### src/rtl/assert_macros.svh
// assertion macros shared by the rtl
// no dependencies
`ifndef ASSERT_MACROS_SVH
`define ASSERT_MACROS_SVH
// property checked at every rising clock edge outside reset
`define ASSERT_AT(lbl, clk_s, rst_n, prop) \
	lbl: assert property (@(posedge clk_s) disable iff (!rst_n) prop) else $error("check failed");
// condition that must never hold
`define ASSERT_NEVER(lbl, clk_s, rst_n, cond) `ASSERT_AT(lbl, clk_s, rst_n, !(cond))
`endif

### src/rtl/ptsb_pkg.sv
// shared types, constants and tables of the point to scan binner
// no dependencies
package ptsb_pkg;
	localparam int NUM_BINS = 4096;
	localparam int COORD_BITS = 18;
	localparam int BIN_W = $clog2(NUM_BINS);
	localparam int RANGE_W = 18;
	localparam int BINNUM_W = 12;
	localparam int CFG_W = 19;
	localparam int CFG_IDX_W = 3;
	localparam logic [RANGE_W-1:0] EMPTY_RANGE = '1;

	localparam int SQ_W = 2 * COORD_BITS + 1;
	localparam int SQRT_TOP = ((SQ_W - 1) / 2) * 2;
	localparam int SQRT_ITERS = SQRT_TOP / 2 + 1;
	localparam int CORDIC_STEPS = 25;
	localparam int ITER_N = (SQRT_ITERS > CORDIC_STEPS) ? SQRT_ITERS : CORDIC_STEPS;
	localparam int DIV_W = 20;
	localparam int CNT_MIN = 6;
	localparam int CNT_W = (BIN_W > CNT_MIN) ? BIN_W : CNT_MIN;
	localparam int PW = COORD_BITS + 1;
	localparam int CV_W = 46;
	localparam int Z_W = 28;
	localparam int NORM_BIT = 40;
	localparam int SH_W = 6;
	localparam int BEAR_W = 20;
	localparam logic signed [Z_W-1:0] HALF_PI_Q24 = 28'sd26353589;

	localparam logic [CFG_IDX_W-1:0] CFG_MIN_Z = 3'd0;
	localparam logic [CFG_IDX_W-1:0] CFG_MAX_Z = 3'd1;
	localparam logic [CFG_IDX_W-1:0] CFG_RANGE_MIN = 3'd2;
	localparam logic [CFG_IDX_W-1:0] CFG_RANGE_MAX = 3'd3;
	localparam logic [CFG_IDX_W-1:0] CFG_ANGLE_MIN = 3'd4;
	localparam logic [CFG_IDX_W-1:0] CFG_ANGLE_MAX = 3'd5;
	localparam logic [CFG_IDX_W-1:0] CFG_ANGLE_STEP = 3'd6;

	typedef enum logic [2:0] {
		ST_BINNED = 3'd0,
		ST_HEIGHT = 3'd1,
		ST_RLOW = 3'd2,
		ST_RHIGH = 3'd3,
		ST_ANGLE = 3'd4,
		ST_READ = 3'd5
	} status_t;

	typedef enum logic [2:0] {
		S_CLEAR, S_IDLE, S_MUL, S_ITER, S_CHECK, S_DIV, S_RD, S_FIN
	} ctrl_state_t;

	typedef struct packed {
		logic load;
		logic mul;
		logic iter;
		logic check;
		logic div;
		logic finish;
		logic clr;
		logic [CNT_W-1:0] cnt;
	} cmd_t;

	typedef struct packed {
		logic is_read;
		logic accept_pt;
		logic out_free;
	} sts_t;

	// atan(2^-i) in q24 rad
	function automatic logic signed [Z_W-1:0] atan_entry(input logic [4:0] i);
		logic signed [Z_W-1:0] v;
		case (i)
			5'd0: v = 28'sd13176795;
			5'd1: v = 28'sd7778716;
			5'd2: v = 28'sd4110060;
			5'd3: v = 28'sd2086331;
			5'd4: v = 28'sd1047214;
			5'd5: v = 28'sd524117;
			5'd6: v = 28'sd262123;
			5'd7: v = 28'sd131069;
			5'd8: v = 28'sd65536;
			5'd9: v = 28'sd32768;
			5'd10: v = 28'sd16384;
			5'd11: v = 28'sd8192;
			5'd12: v = 28'sd4096;
			5'd13: v = 28'sd2048;
			5'd14: v = 28'sd1024;
			5'd15: v = 28'sd512;
			5'd16: v = 28'sd256;
			5'd17: v = 28'sd128;
			5'd18: v = 28'sd64;
			5'd19: v = 28'sd32;
			5'd20: v = 28'sd16;
			5'd21: v = 28'sd8;
			5'd22: v = 28'sd4;
			5'd23: v = 28'sd2;
			5'd24: v = 28'sd1;
			default: v = '0;
		endcase
		return v;
	endfunction
endpackage

### src/rtl/ptsb_ctrl.sv
// sequencer of the point to scan binner
// depends on ptsb_pkg
module ptsb_ctrl import ptsb_pkg::*; (
	input  logic clk,
	input  logic arst_n,
	input  logic in_valid,
	output logic in_ready,
	input  sts_t sts,
	output cmd_t cmd
);
	ctrl_state_t state_q, state_d;
	logic [CNT_W-1:0] cnt_q, cnt_d;

	always_ff @(posedge clk or negedge arst_n) begin
		if (!arst_n) begin
			state_q <= S_CLEAR;
			cnt_q <= '0;
		end else begin
			state_q <= state_d;
			cnt_q <= cnt_d;
		end
	end

	always_comb begin
		state_d = state_q;
		cnt_d = cnt_q + CNT_W'(1);
		case (state_q)
			S_CLEAR: begin
				if (cnt_q == CNT_W'(NUM_BINS - 1)) begin
					state_d = S_IDLE;
					cnt_d = '0;
				end
			end
			S_IDLE: begin
				cnt_d = '0;
				if (in_valid) begin
					state_d = S_MUL;
				end
			end
			S_MUL: begin
				if (cnt_q == CNT_W'(3)) begin
					state_d = sts.is_read ? S_RD : S_ITER;
					cnt_d = '0;
				end
			end
			S_ITER: begin
				if (cnt_q == CNT_W'(ITER_N - 1)) begin
					state_d = S_CHECK;
					cnt_d = '0;
				end
			end
			S_CHECK: begin
				cnt_d = '0;
				state_d = sts.accept_pt ? S_DIV : S_FIN;
			end
			S_DIV: begin
				if (cnt_q == CNT_W'(DIV_W - 1)) begin
					state_d = S_RD;
					cnt_d = '0;
				end
			end
			S_RD: begin
				cnt_d = '0;
				state_d = S_FIN;
			end
			S_FIN: begin
				cnt_d = '0;
				if (sts.out_free) begin
					state_d = S_IDLE;
				end
			end
			default: begin
				state_d = S_IDLE;
				cnt_d = '0;
			end
		endcase
	end

	always_comb begin
		cmd = '0;
		cmd.cnt = cnt_q;
		cmd.load = (state_q == S_IDLE) && in_valid;
		cmd.mul = (state_q == S_MUL);
		cmd.iter = (state_q == S_ITER);
		cmd.check = (state_q == S_CHECK);
		cmd.div = (state_q == S_DIV);
		cmd.finish = (state_q == S_FIN) && sts.out_free;
		cmd.clr = (state_q == S_CLEAR);
		in_ready = (state_q == S_IDLE);
	end
endmodule

### config.mk
export PLATFORM = sky130hd
export DESIGN_NAME = ptsb_ctrl
export DESIGN_NICKNAME = d
export VERILOG_FILES = /design/src/rtl/assert_macros.svh /design/src/rtl/ptsb_pkg.sv /design/src/rtl/ptsb_ctrl.sv
export SDC_FILE = /design/constraint.sdc
export NUM_CORES = 1
export LEC_CHECK = 0
export BUFFER_PORTS_ARGS = -buffer_cell sky130_fd_sc_hd__buf_2
export CORE_MARGIN = 4
export CORE_UTILIZATION = 51
export CTS_CLUSTER_DIAMETER = 40
export DETAILED_ROUTE_END_ITERATION = 16
export PLACE_DENSITY = 0.77
export SETUP_SLACK_MARGIN = 0.3
export SLEW_MARGIN = 10
export SYNTH_ARGS = -nofsm -noshare
export SYNTH_HDL_FRONTEND = slang
export SYNTH_SLANG_ARGS = --single-unit
export TNS_END_PERCENT = 50
### constraint.sdc
create_clock -name clk -period 2 [get_ports clk]
set_clock_uncertainty 0.05 [all_clocks]
set_input_delay 0.2 -clock clk [delete_from_list [all_inputs] [get_ports clk]]
set_output_delay 0.2 -clock clk [all_outputs]
set_load 0.01 [all_outputs]
==> results of run 1 <==
==> critical path, stage by stage (launching register included) <==
cell and delay (ns):
dfrtp_2 0.45, nor4_4 0.37, nand4_1 0.22, a22oi_4 0.29, buf_12 0.16, a41o_1 0.16
==> cell usage in the layout, fill, tap and decap left out, types with 2 or more instances in the layout <==
cell type / synthesis / routed
a21oi_1: 6 / 6
o21ai_0: 3 / 3
or3_1: 2 / 2
buf_2: 0 / 25
nand3_1: 6 / 5
inv_1: 5 / 5
nor2_1: 6 / 5
clkbuf_4: 0 / 3
nor3_1: 3 / 3
dfrtp_1: 15 / 11
and4_2: 2 / 2
and2_1: 4 / 4
dfrtp_2: 0 / 4
a211oi_1: 7 / 7
buf_4: 0 / 11
nand4_1: 6 / 6
xor2_1: 9 / 9
nor4_4: 2 / 2
nand2_1: 4 / 4
==> area by class of cell <==
cell class / count / area [sq um]
sequential: 15 / 380
timing repair buffer: 38 / 238
clock inverter: 1 / 5.00
multi-input combinational: 76 / 579
inverter: 6 / 22.5
fill: 155 / 523
tap: 25 / 31.3
clock buffer: 3 / 22.5
==> registers in the layout, indices dropped and copies added (netlist names) <==
name     cells
state_q      3
cnt_q       12
==> layer usage <==
layer,GRT usage (%),share of wire [%],vias to the layer above
li1,-,-,456
met1,27.9,41,467
met2,37.4,52,26
met3,5.98,5.6,2
met4,4.26,0.67,0
met5,0,0,-
==> kinds of logic (layout without fill, tap and decap cells) <==
logic type	after synthesis	in the layout	synth area share [%]
DFF	15	15	37.4
and+or+nand+nor	40	40	25.7
AOI/OAI and AO/OA	24	24	19.8
buffers and inverters	9	48	5.86
xor gates and xnor gates	10	10	8.73
adders and majority gates	2	2	2.49
==> timing repair <==
item / in CTS / in global routing
setup endpoints to repair: 15 / 18
setup buffers: 5 / 3
gates resized for setup: 6 / 1
endpoints found under the hold margin: 15 / 0
pin swaps: 4 / 3
hold buffers: 1 / 0
==> per-stage QoR <==
step | setup slack (ns) | cells | hold WS [ns] | area [sq um] | total power [mW]
6_report | 0.231 | 164 | 0.154 | 1280 | 1.33
5_1_grt | 0.159 | 164 | 0.148 | 1280 | 1.42
4_1_cts | 0.303 | 161 | 0.161 | 1250 | 1.32
3_5_place_dp | 0.0767 | 151 | 0.0753 | 1150 | 1.04
2_1_floorplan | 0.332 | 100 | -0.146 | 1000 | 0.882
3_3_place_gp | 0.140 | 151 | 0.0745 | 1150 | 1.02
==> worst paths after layout <==
kind / from / end / slack (ns)
max: cnt_q[6] / state_q[2] / 0.23
min: sts[2] / state_q[0] / 0.15
max reg2reg: cnt_q[6] / state_q[2] / 0.23
min reg2reg: cnt_q[0] / cnt_q[0] / 0.54
max in group asynchronous: arst_n / cnt_q[10] / 1.36
min in group asynchronous: arst_n / cnt_q[3] / 0.28
==> power groups by stage <==
| stage | logic [mW] | registers, mW | clock network [mW] |
|---|---|---|---|
| after floorplan | 0.456 | 0.426 | 0 |
| after global placement | 0.582 | 0.437 | 0 |
| after detailed placement | 0.600 | 0.439 | 0 |
| after CTS | 0.715 | 0.425 | 0.181 |
| after global routing | 0.781 | 0.438 | 0.197 |
| final | 0.721 | 0.427 | 0.180 |
==> metrics.txt, run 1 <==
crit end category register; Worst Reg-to-Reg Cells 5; DRC 0; syn_nets ~110; Routed wire per std cell about 16 microns; Max VDD drop about 0.76 mV; Post-synth EDFFs 0; net switching fraction of the power 43.2%; PD cells around 1000 mW/mm^2; syn_area_per_cell around 10 sq um; Post-Syn Area roughly 0.001 sq mm; Die Span X 52.4 microns; register area share after synthesis a little under two fifths; layout cells sized above 1 about 43%; Core ar. ~0.0018 sq mm; Internal roughly 0.75 mW; TritonCTS clock tree built; max capacitance violation total 0; Yosys top cell by area dfrtp_1; Final GP Congestion ~0.84; root buffer cell clkbuf_4; unique cell type count in the Yosys netlist 33; Critical Path RT around 2.2 ns; CP startpoint kind register; Initial DRC Count 19; RSZ-0062 raised after global routing yes; kind of critical path register to register; vias in the first global route between 900 and 1,000; sequential share of power around a third; hold depth 3; Final #Nets 148; Layout Utilization between 70 and 80%; Final setup viols 0; gr ovfl total 0; Gate power share a little over half; first-pass GRT wire length roughly 4400 microns; Slew Limit Fails 0; Worst-Skew Late Latency about 0.29 ns; largest net degree at the start of global routing 16; Syn. warnings 0; area fraction of the dominant cell type after synthesis a little under two fifths; total CTS buffers 3; Hold Crit Class input pin to register; initial antenna violation count 0; fraction of registers with async set/reset 100%; number of synthesized register bits 15; crit path DAT 1.95 ns; crit path max fanout 11; most numerous cell in the Yosys netlist dfrtp_1; Starting Density 55.7%; Rows 15; Tot GR Track Use 22.0%; H-Tree Depth 1; DR pass1 iterations 4; Die Area around 0.0027 sq mm; Die Ht 52.4 microns; minimum clock period between 1.5 and 2 ns; setup TNS 0 ns; I/O pin count 26; Switch Pwr between 0.5 and 0.6 mW; Main synth FF type dfrtp_1; synth top area cells dfrtp_1 37%, xor2_1 7.9%, a211oi_1 5.2%; status complete, no violations; Clk pwr share between 10% and 20%; final worst path period share 88.5%; CTS max path bufs 2; Port Buf Inserts 25; total length of routed wires between 2000 and 3000 microns; worst-margin pin slew around 0.57 ns; DR vias ~950; Synth Instances 100; Commonest cells post-synth 15 x dfrtp_1, 9 x xor2_1, 7 x a211oi_1; Area Growth Syn to Fin 27.4%; Max-slew headroom between 60% and 70%; antenna viol nets, final 0; fmax between 500 and 600 MHz; Vias/cell 5.80; P_leak slightly above 0.6 nW; post-DP HPWL 1770 microns; CTS clock-pin slew for the worst setup and hold paths 0.09 ns; final-report hold violation count 0; CTS Sinks 15; n_diodes 0
Note: power is estimated with default switching activity, not from simulation.
==> inputs of run 2 (changes only) <==
- RECOVER_POWER: unset -> 50
- SETUP_SLACK_MARGIN: 0.3 -> unset
==> run 2 against run 1 <==
  * Cell count shrank 4.3%
  * Die area unchanged
  * Critical path depth unchanged
  * Count of clock-buffer cells in the layout stayed put
  * Critical path type unchanged
  * Sequential cell count unchanged
  * Largest power group unchanged
  * Clock power hardly changed
  * Power shrank 3.3%
  * Register-to-register slack worse by 0.06 ns
  * Worst setup slack lost 0.062 ns
==> metrics.txt, run 2 (same netlist as run 1, synthesis figures left out) <==
Final GP Congestion 0.845 (unchanged); P_leak 0.534 nW (-12%); net switching fraction of the power 43.5% (+0.22 points); delay-heaviest family, CP simple AND/OR/NAND/NOR gates; CP max stage delay 0.45 ns (about the same); Worst Hold Path EP state_q[0]; Gate power share 52.4% (-1.9 points); final worst path period share 91.5% (+3.1 points); reg2reg end cnt_q[0]; filler cell count 174 (+12%); DR pass1 iterations 4 (unchanged); crit end category register; TritonCTS clock tree built; CP max stage cell dfrtp_1; FF-to-FF setup slack 0.17 ns (-0.06 ns); Die Area 0.00274 sq mm (unchanged); root buffer cell clkbuf_4; Switch Pwr 0.558 mW (-2.8%); n_diodes 0 (unchanged); max reg flops 12 (unchanged); first-pass GRT wire length 4090 microns (-7.5%); CTS resizes 0 (-6); Starting Density 55.7% (unchanged); CTS Sinks 15 (unchanged); Hold Crit Class input pin to register; Max-slew headroom 47.5% (-14 points); HP Start sts[2]; placed cells 151 (unchanged); Largest Register cnt_q; Final Non-Filler Cells 157 (-4.3%); setup TNS 0 ns (unchanged); fmax 546 MHz (-3.4%); largest net degree at the start of global routing 16 (unchanged); H-Tree Depth 1 (unchanged); Final setup viols 0 (unchanged); antenna viol nets, final 0 (unchanged); initial antenna violation count 0 (unchanged); minimum clock period 1.83 ns (+0.0616 ns); Post-DP Area 0.00115 sq mm (unchanged); Max VDD drop 0.648 mV (-15%); PD cells 1080 mW/mm^2 (+3.7%); sequential share of power 33.8% (+1.7 points); Clk pwr share 13.8% (+0.2 points); Rows 15 (unchanged); post-DP HPWL 1770 microns (unchanged); Port Buf Inserts 25 (unchanged); Initial DRC Count 22 (+3); Cell Chain, Critical Path ha_1 -> and4_2 -> nand4_1 -> nor2_1 -> a211oi_1; CTS max path bufs 2 (unchanged); Slew Limit Fails 0 (unchanged); total length of routed wires 2370 microns (-12%); kind of critical path register to register; crit path DAT 1.94 ns (about the same); total CTS buffers 3 (unchanged); DR vias 904 (-4.9%); Routed wire per std cell 15.1 microns (-7.6%); final instance area 0.00119 sq mm (-6.8%); Critical Path RT 2.11 ns (-0.08 ns); Tot GR Track Use 20.1% (-1.9 points); CTS clock-pin slew for the worst setup and hold paths 0.09 ns (about the same); Final #Nets 141 (-4.7%); WP buf/inv 0 (-1); gr ovfl total 0 (unchanged); most common cell after layout, fill and taps aside buf_2; crit path max fanout 6 (-5); max capacitance violation total 0 (unchanged); vias in the first global route 870 (-7.1%); Worst Reg-to-Reg Cells 5 (unchanged); worst-margin pin slew 0.788 ns (+0.219 ns); Power, Total 1.28 mW (-3.3%); Area Growth Syn to Fin 18.8%; RSZ-0062 raised after global routing no; Core ar. 0.00180 sq mm (unchanged); Internal 0.726 mW (-3.7%); CP startpoint kind register; I/O pin count 26 (unchanged); DRC 0 (unchanged); Worst-Skew Late Latency 0.29 ns (about the same); Die Ht 52.4 microns (unchanged); layout cells sized above 1 26.5% (-17 points); biggest regs cnt_q (12), state_q (3); commonest cells after routing, fill and taps aside 16 x buf_2, 15 x dfrtp_1, 11 x clkbuf_1, 9 x xor2_1, 7 x a211oi_1; reg-to-reg critical path startpoint cnt_q[0]; Vias/cell 5.76 (-0.70%); hold depth 3 (unchanged); final-report hold violation count 0 (unchanged); status complete, no violations; Die Span X 52.4 microns (unchanged); Hold WS 0.159 ns (+0.00537 ns)
## run 2: cell type report
class	instances	area, sq um	area share, %
inverter	6	22.5	1.89
clock inverter	1	5.00	0.420
timing repair buffer	31	166	14.0
clock buffer	3	22.5	1.89
multi-input combinational	76	569	47.7
sequential	15	375	31.5
tap	25	31.3	2.62
## run 2: power groups by stage
stage / combinational [mW] / clock (mW) / sequential [mW]
floorplan: 0.456 / 0 / 0.426
global placement: 0.582 / 0 / 0.437
detailed placement: 0.600 / 0 / 0.439
CTS: 0.605 / 0.181 / 0.433
global route: 0.731 / 0.198 / 0.447
finish: 0.673 / 0.177 / 0.434
## run 2: how the worst max path moves through the flow
stage / end / slack (ns) / cells after the start / startpoint
4_1_cts: state_q[2] / 0.05 / 4 / cnt_q[2]
5_1_grt: cnt_q[9] / 0.03 / 5 / cnt_q[2]
6_report: cnt_q[0] / 0.17 / 5 / cnt_q[0]
3_3_place_gp: state_q[2] / 0.14 / 4 / cnt_q[2]
2_1_floorplan: cnt_q[0] / 0.33 / 5 / cnt_q[2]
3_5_place_dp: state_q[2] / 0.08 / 4 / cnt_q[2]
## run 2: metal layers
metal / part of all wire (%) / up-vias / GRT usage, % / routed length (microns)
li1: - / 438 / - / -
met1: 42 / 439 / 25.3 / 1010
met2: 52 / 25 / 35.3 / 1230
met3: 5.4 / 2 / 5.98 / 127
met4: 0.17 / 0 / 1.28 / 4
met5: 0 / - / 0 / 0
## run 2: worst reg2reg max path, delay by kind of cell (launching register included)
family	cells	cell delay, ns
AND/OR/NAND/NOR	3	0.81
flip-flops	1	0.45
AO/OA/AOI/OAI	1	0.11
adder cells (fa/ha/maj)	1	0.28
## run 2: stage by stage
| stage | worst slack (ns) | util (%) |
|---|---|---|
| 2_1_floorplan | 0.332 | - |
| 3_3_place_gp | 0.140 | 64.0 |
| 3_5_place_dp | 0.0767 | 64.0 |
| 4_1_cts | 0.0502 | 66.1 |
| 5_1_grt | 0.0260 | 66.2 |
| 6_report | 0.169 | 66.2 |
## run 2: what timing repair did
item,CTS,global route
hold endpoints to repair,15,0
hold buffers,1,0
setup endpoints to repair,0,13
buffers inserted,0,1
==> inputs of run 3 (changes only) <==
- PLACE_DENSITY: 0.77 -> 0.83
==> run 3 against run 2 <==
  * Critical path depth did not move
  * Register-to-register slack hardly changed
  * Sequential share of layout area grew 0.13 points
  * Cell count is 0.64% lower
  * Count of clock-buffer cells in the layout stayed put
  * Core utilization fell by 0.28 points
  * Design area fell by 0.42%
  * Wire length is 2.5% lower
  * Sequential power about the same
  * Sequential cell count did not move
  * Largest power group unchanged
==> metrics.txt, run 3 (same netlist as run 1, synthesis figures left out) <==
n_diodes 0 (unchanged); Core ar. 0.00180 sq mm (unchanged); final-report hold violation count 0 (unchanged); multi-input combinational cell area 569 sq um (unchanged); reg2reg end cnt_q[3]; post-DP HPWL 1710 microns (-3.2%); Cell Chain, Critical Path ha_1 -> and4_2 -> nand4_1 -> nor2_1 -> a211oi_1; first-pass GRT wire length 3940 microns (-3.7%); Slew Limit Fails 0 (unchanged); Final #Nets 140 (-0.71%); Starting Density 55.7% (unchanged); Port Buf Inserts 25 (unchanged); Final setup viols 0 (unchanged); PD cells 1060 mW/mm^2 (-1.5%); I/O pin count 26 (unchanged); CP max stage delay 0.45 ns (about the same); CP max stage cell dfrtp_1; CTS clock-pin slew for the worst setup and hold paths 0.10 ns (about the same); commonest cells after routing, fill and taps aside 15 x dfrtp_1, 15 x buf_2, 11 x clkbuf_1, 9 x xor2_1, 7 x a211oi_1; gr ovfl total 0 (unchanged); Largest Register cnt_q; Hold Crit Class input pin to register; total CTS buffers 3 (unchanged); crit path DAT 1.93 ns (about the same); antenna viol nets, final 0 (unchanged); Worst-Skew Late Latency 0.29 ns (about the same); Critical Path RT 2.11 ns (about the same); hold depth 3 (unchanged); reg-to-reg critical path startpoint cnt_q[0]; Worst Hold Path EP state_q[0]; fmax 549 MHz (+0.41%); largest net degree at the start of global routing 16 (unchanged); Post-DP Area 0.00115 sq mm (-0.65%); Storage cell area 375 sq um (unchanged); biggest regs cnt_q (12), state_q (3); minimum clock period 1.82 ns (-0.00756 ns); final instance area 0.00119 sq mm (-0.42%); Initial DRC Count 13 (-41%); Routed wire per std cell 14.8 microns (-1.9%); Die Ht 52.4 microns (unchanged); Tot GR Track Use 19.5% (-0.61 points); status complete, no violations; HP Start sts[2]; max reg flops 12 (unchanged); P_leak 0.530 nW (-0.82%); Area Growth Syn to Fin 18.3%; Final GP Congestion 0.860 (+1.8%); root buffer cell clkbuf_4; RSZ-0062 raised after global routing no; vias in the first global route 882 (+1.4%); layout cells sized above 1 26.0% (-0.56 points); DR pass1 iterations 4 (unchanged); setup TNS 0 ns (unchanged); Vias/cell 5.94 (+3.1%); Max VDD drop 0.594 mV (-8.4%); worst-margin pin slew 0.813 ns (+0.0247 ns); total length of routed wires 2310 microns (-2.5%); DRC 0 (unchanged); TritonCTS clock tree built; Worst Reg-to-Reg Cells 5 (unchanged); CP startpoint kind register; initial antenna violation count 0 (unchanged); H-Tree Depth 1 (unchanged); CTS resizes 0 (unchanged); Rows 15 (unchanged); Die Area 0.00274 sq mm (unchanged); CTS max path bufs 2 (unchanged); kind of critical path register to register; Die Span X 52.4 microns (unchanged); DR vias 926 (+2.4%); crit end category register; FF-to-FF setup slack 0.18 ns (about the same); filler cell count 167 (-4.0%); final worst path period share 91.2% (-0.38 points); max capacitance violation total 0 (unchanged); Power, Total 1.26 mW (-1.9%); Max-slew headroom 45.8% (-1.6 points); crit path max fanout 6 (unchanged); CTS Sinks 15 (unchanged)
run 3: cell types whose count changed in the layout (fill, tap and decap cells not counted), sizes merged:
cell / delta
buf: -1
run 3: metrics by stage:
stage | std cells | utilization (%) | hold slack [ns] | setup WS [ns]
6_report | 156 | 65.9 | 0.149 | 0.177
5_1_grt | 156 | 65.9 | 0.144 | 0.0476
4_1_cts | 155 | 65.7 | 0.134 | 0.108
3_3_place_gp | 150 | 63.6 | 0.0791 | 0.197
3_5_place_dp | 150 | 63.6 | 0.0786 | 0.136
2_1_floorplan | 100 | - | -0.146 | 0.332
run 3: worst max-delay path by stage:
stage               startpoint         end  cells past startpoint
floorplan             cnt_q[2]    cnt_q[0]                      5
global placement      cnt_q[0]  state_q[2]                      5
detailed placement    cnt_q[0]  state_q[2]                      5
CTS                   cnt_q[0]  state_q[2]                      5
global route          cnt_q[0]    cnt_q[3]                      5
finish                cnt_q[0]    cnt_q[3]                      5
run 3: layout make-up:
type	instances	area share [%]
multi-input combinational	76	47.9
sequential	15	31.6
timing repair buffer	30	13.6
tap	25	2.63
clock buffer	3	1.90
inverter	6	1.90
clock inverter	1	0.421
run 3: power breakdown:
group / switching [mW] / total, mW / internal, mW
clock: 0.106 / 0.180 / 0.0745
sequential: 0.0816 / 0.434 / 0.353
combinational: 0.357 / 0.645 / 0.287
run 3: worst max-delay path: cells and delay by family, from the launching register on:
kind	cells	cell delay, ns
and+or+nand+nor	3	0.82
DFF	1	0.45
adders and majority gates	1	0.26
AOI/OAI and AO/OA	1	0.10
run 3: metal layers:
metal	GRT usage, %	part of all wire, %	routed length, microns	vias up
li1	-	-	-	433
met1	25.6	42	975	450
met2	30.0	49	1130	35
met3	4.27	6.9	159	8
met4	9.79	1.9	44	0
met5	0	0	0	-
run 3: timing repair:
| action | CTS | global route |
|---|---|---|
| hold buffers | 1 | 0 |
| hold endpoints to repair | 15 | 0 |
| endpoints found under the setup margin | 0 | 7 |
| buffers inserted | 0 | 1 |
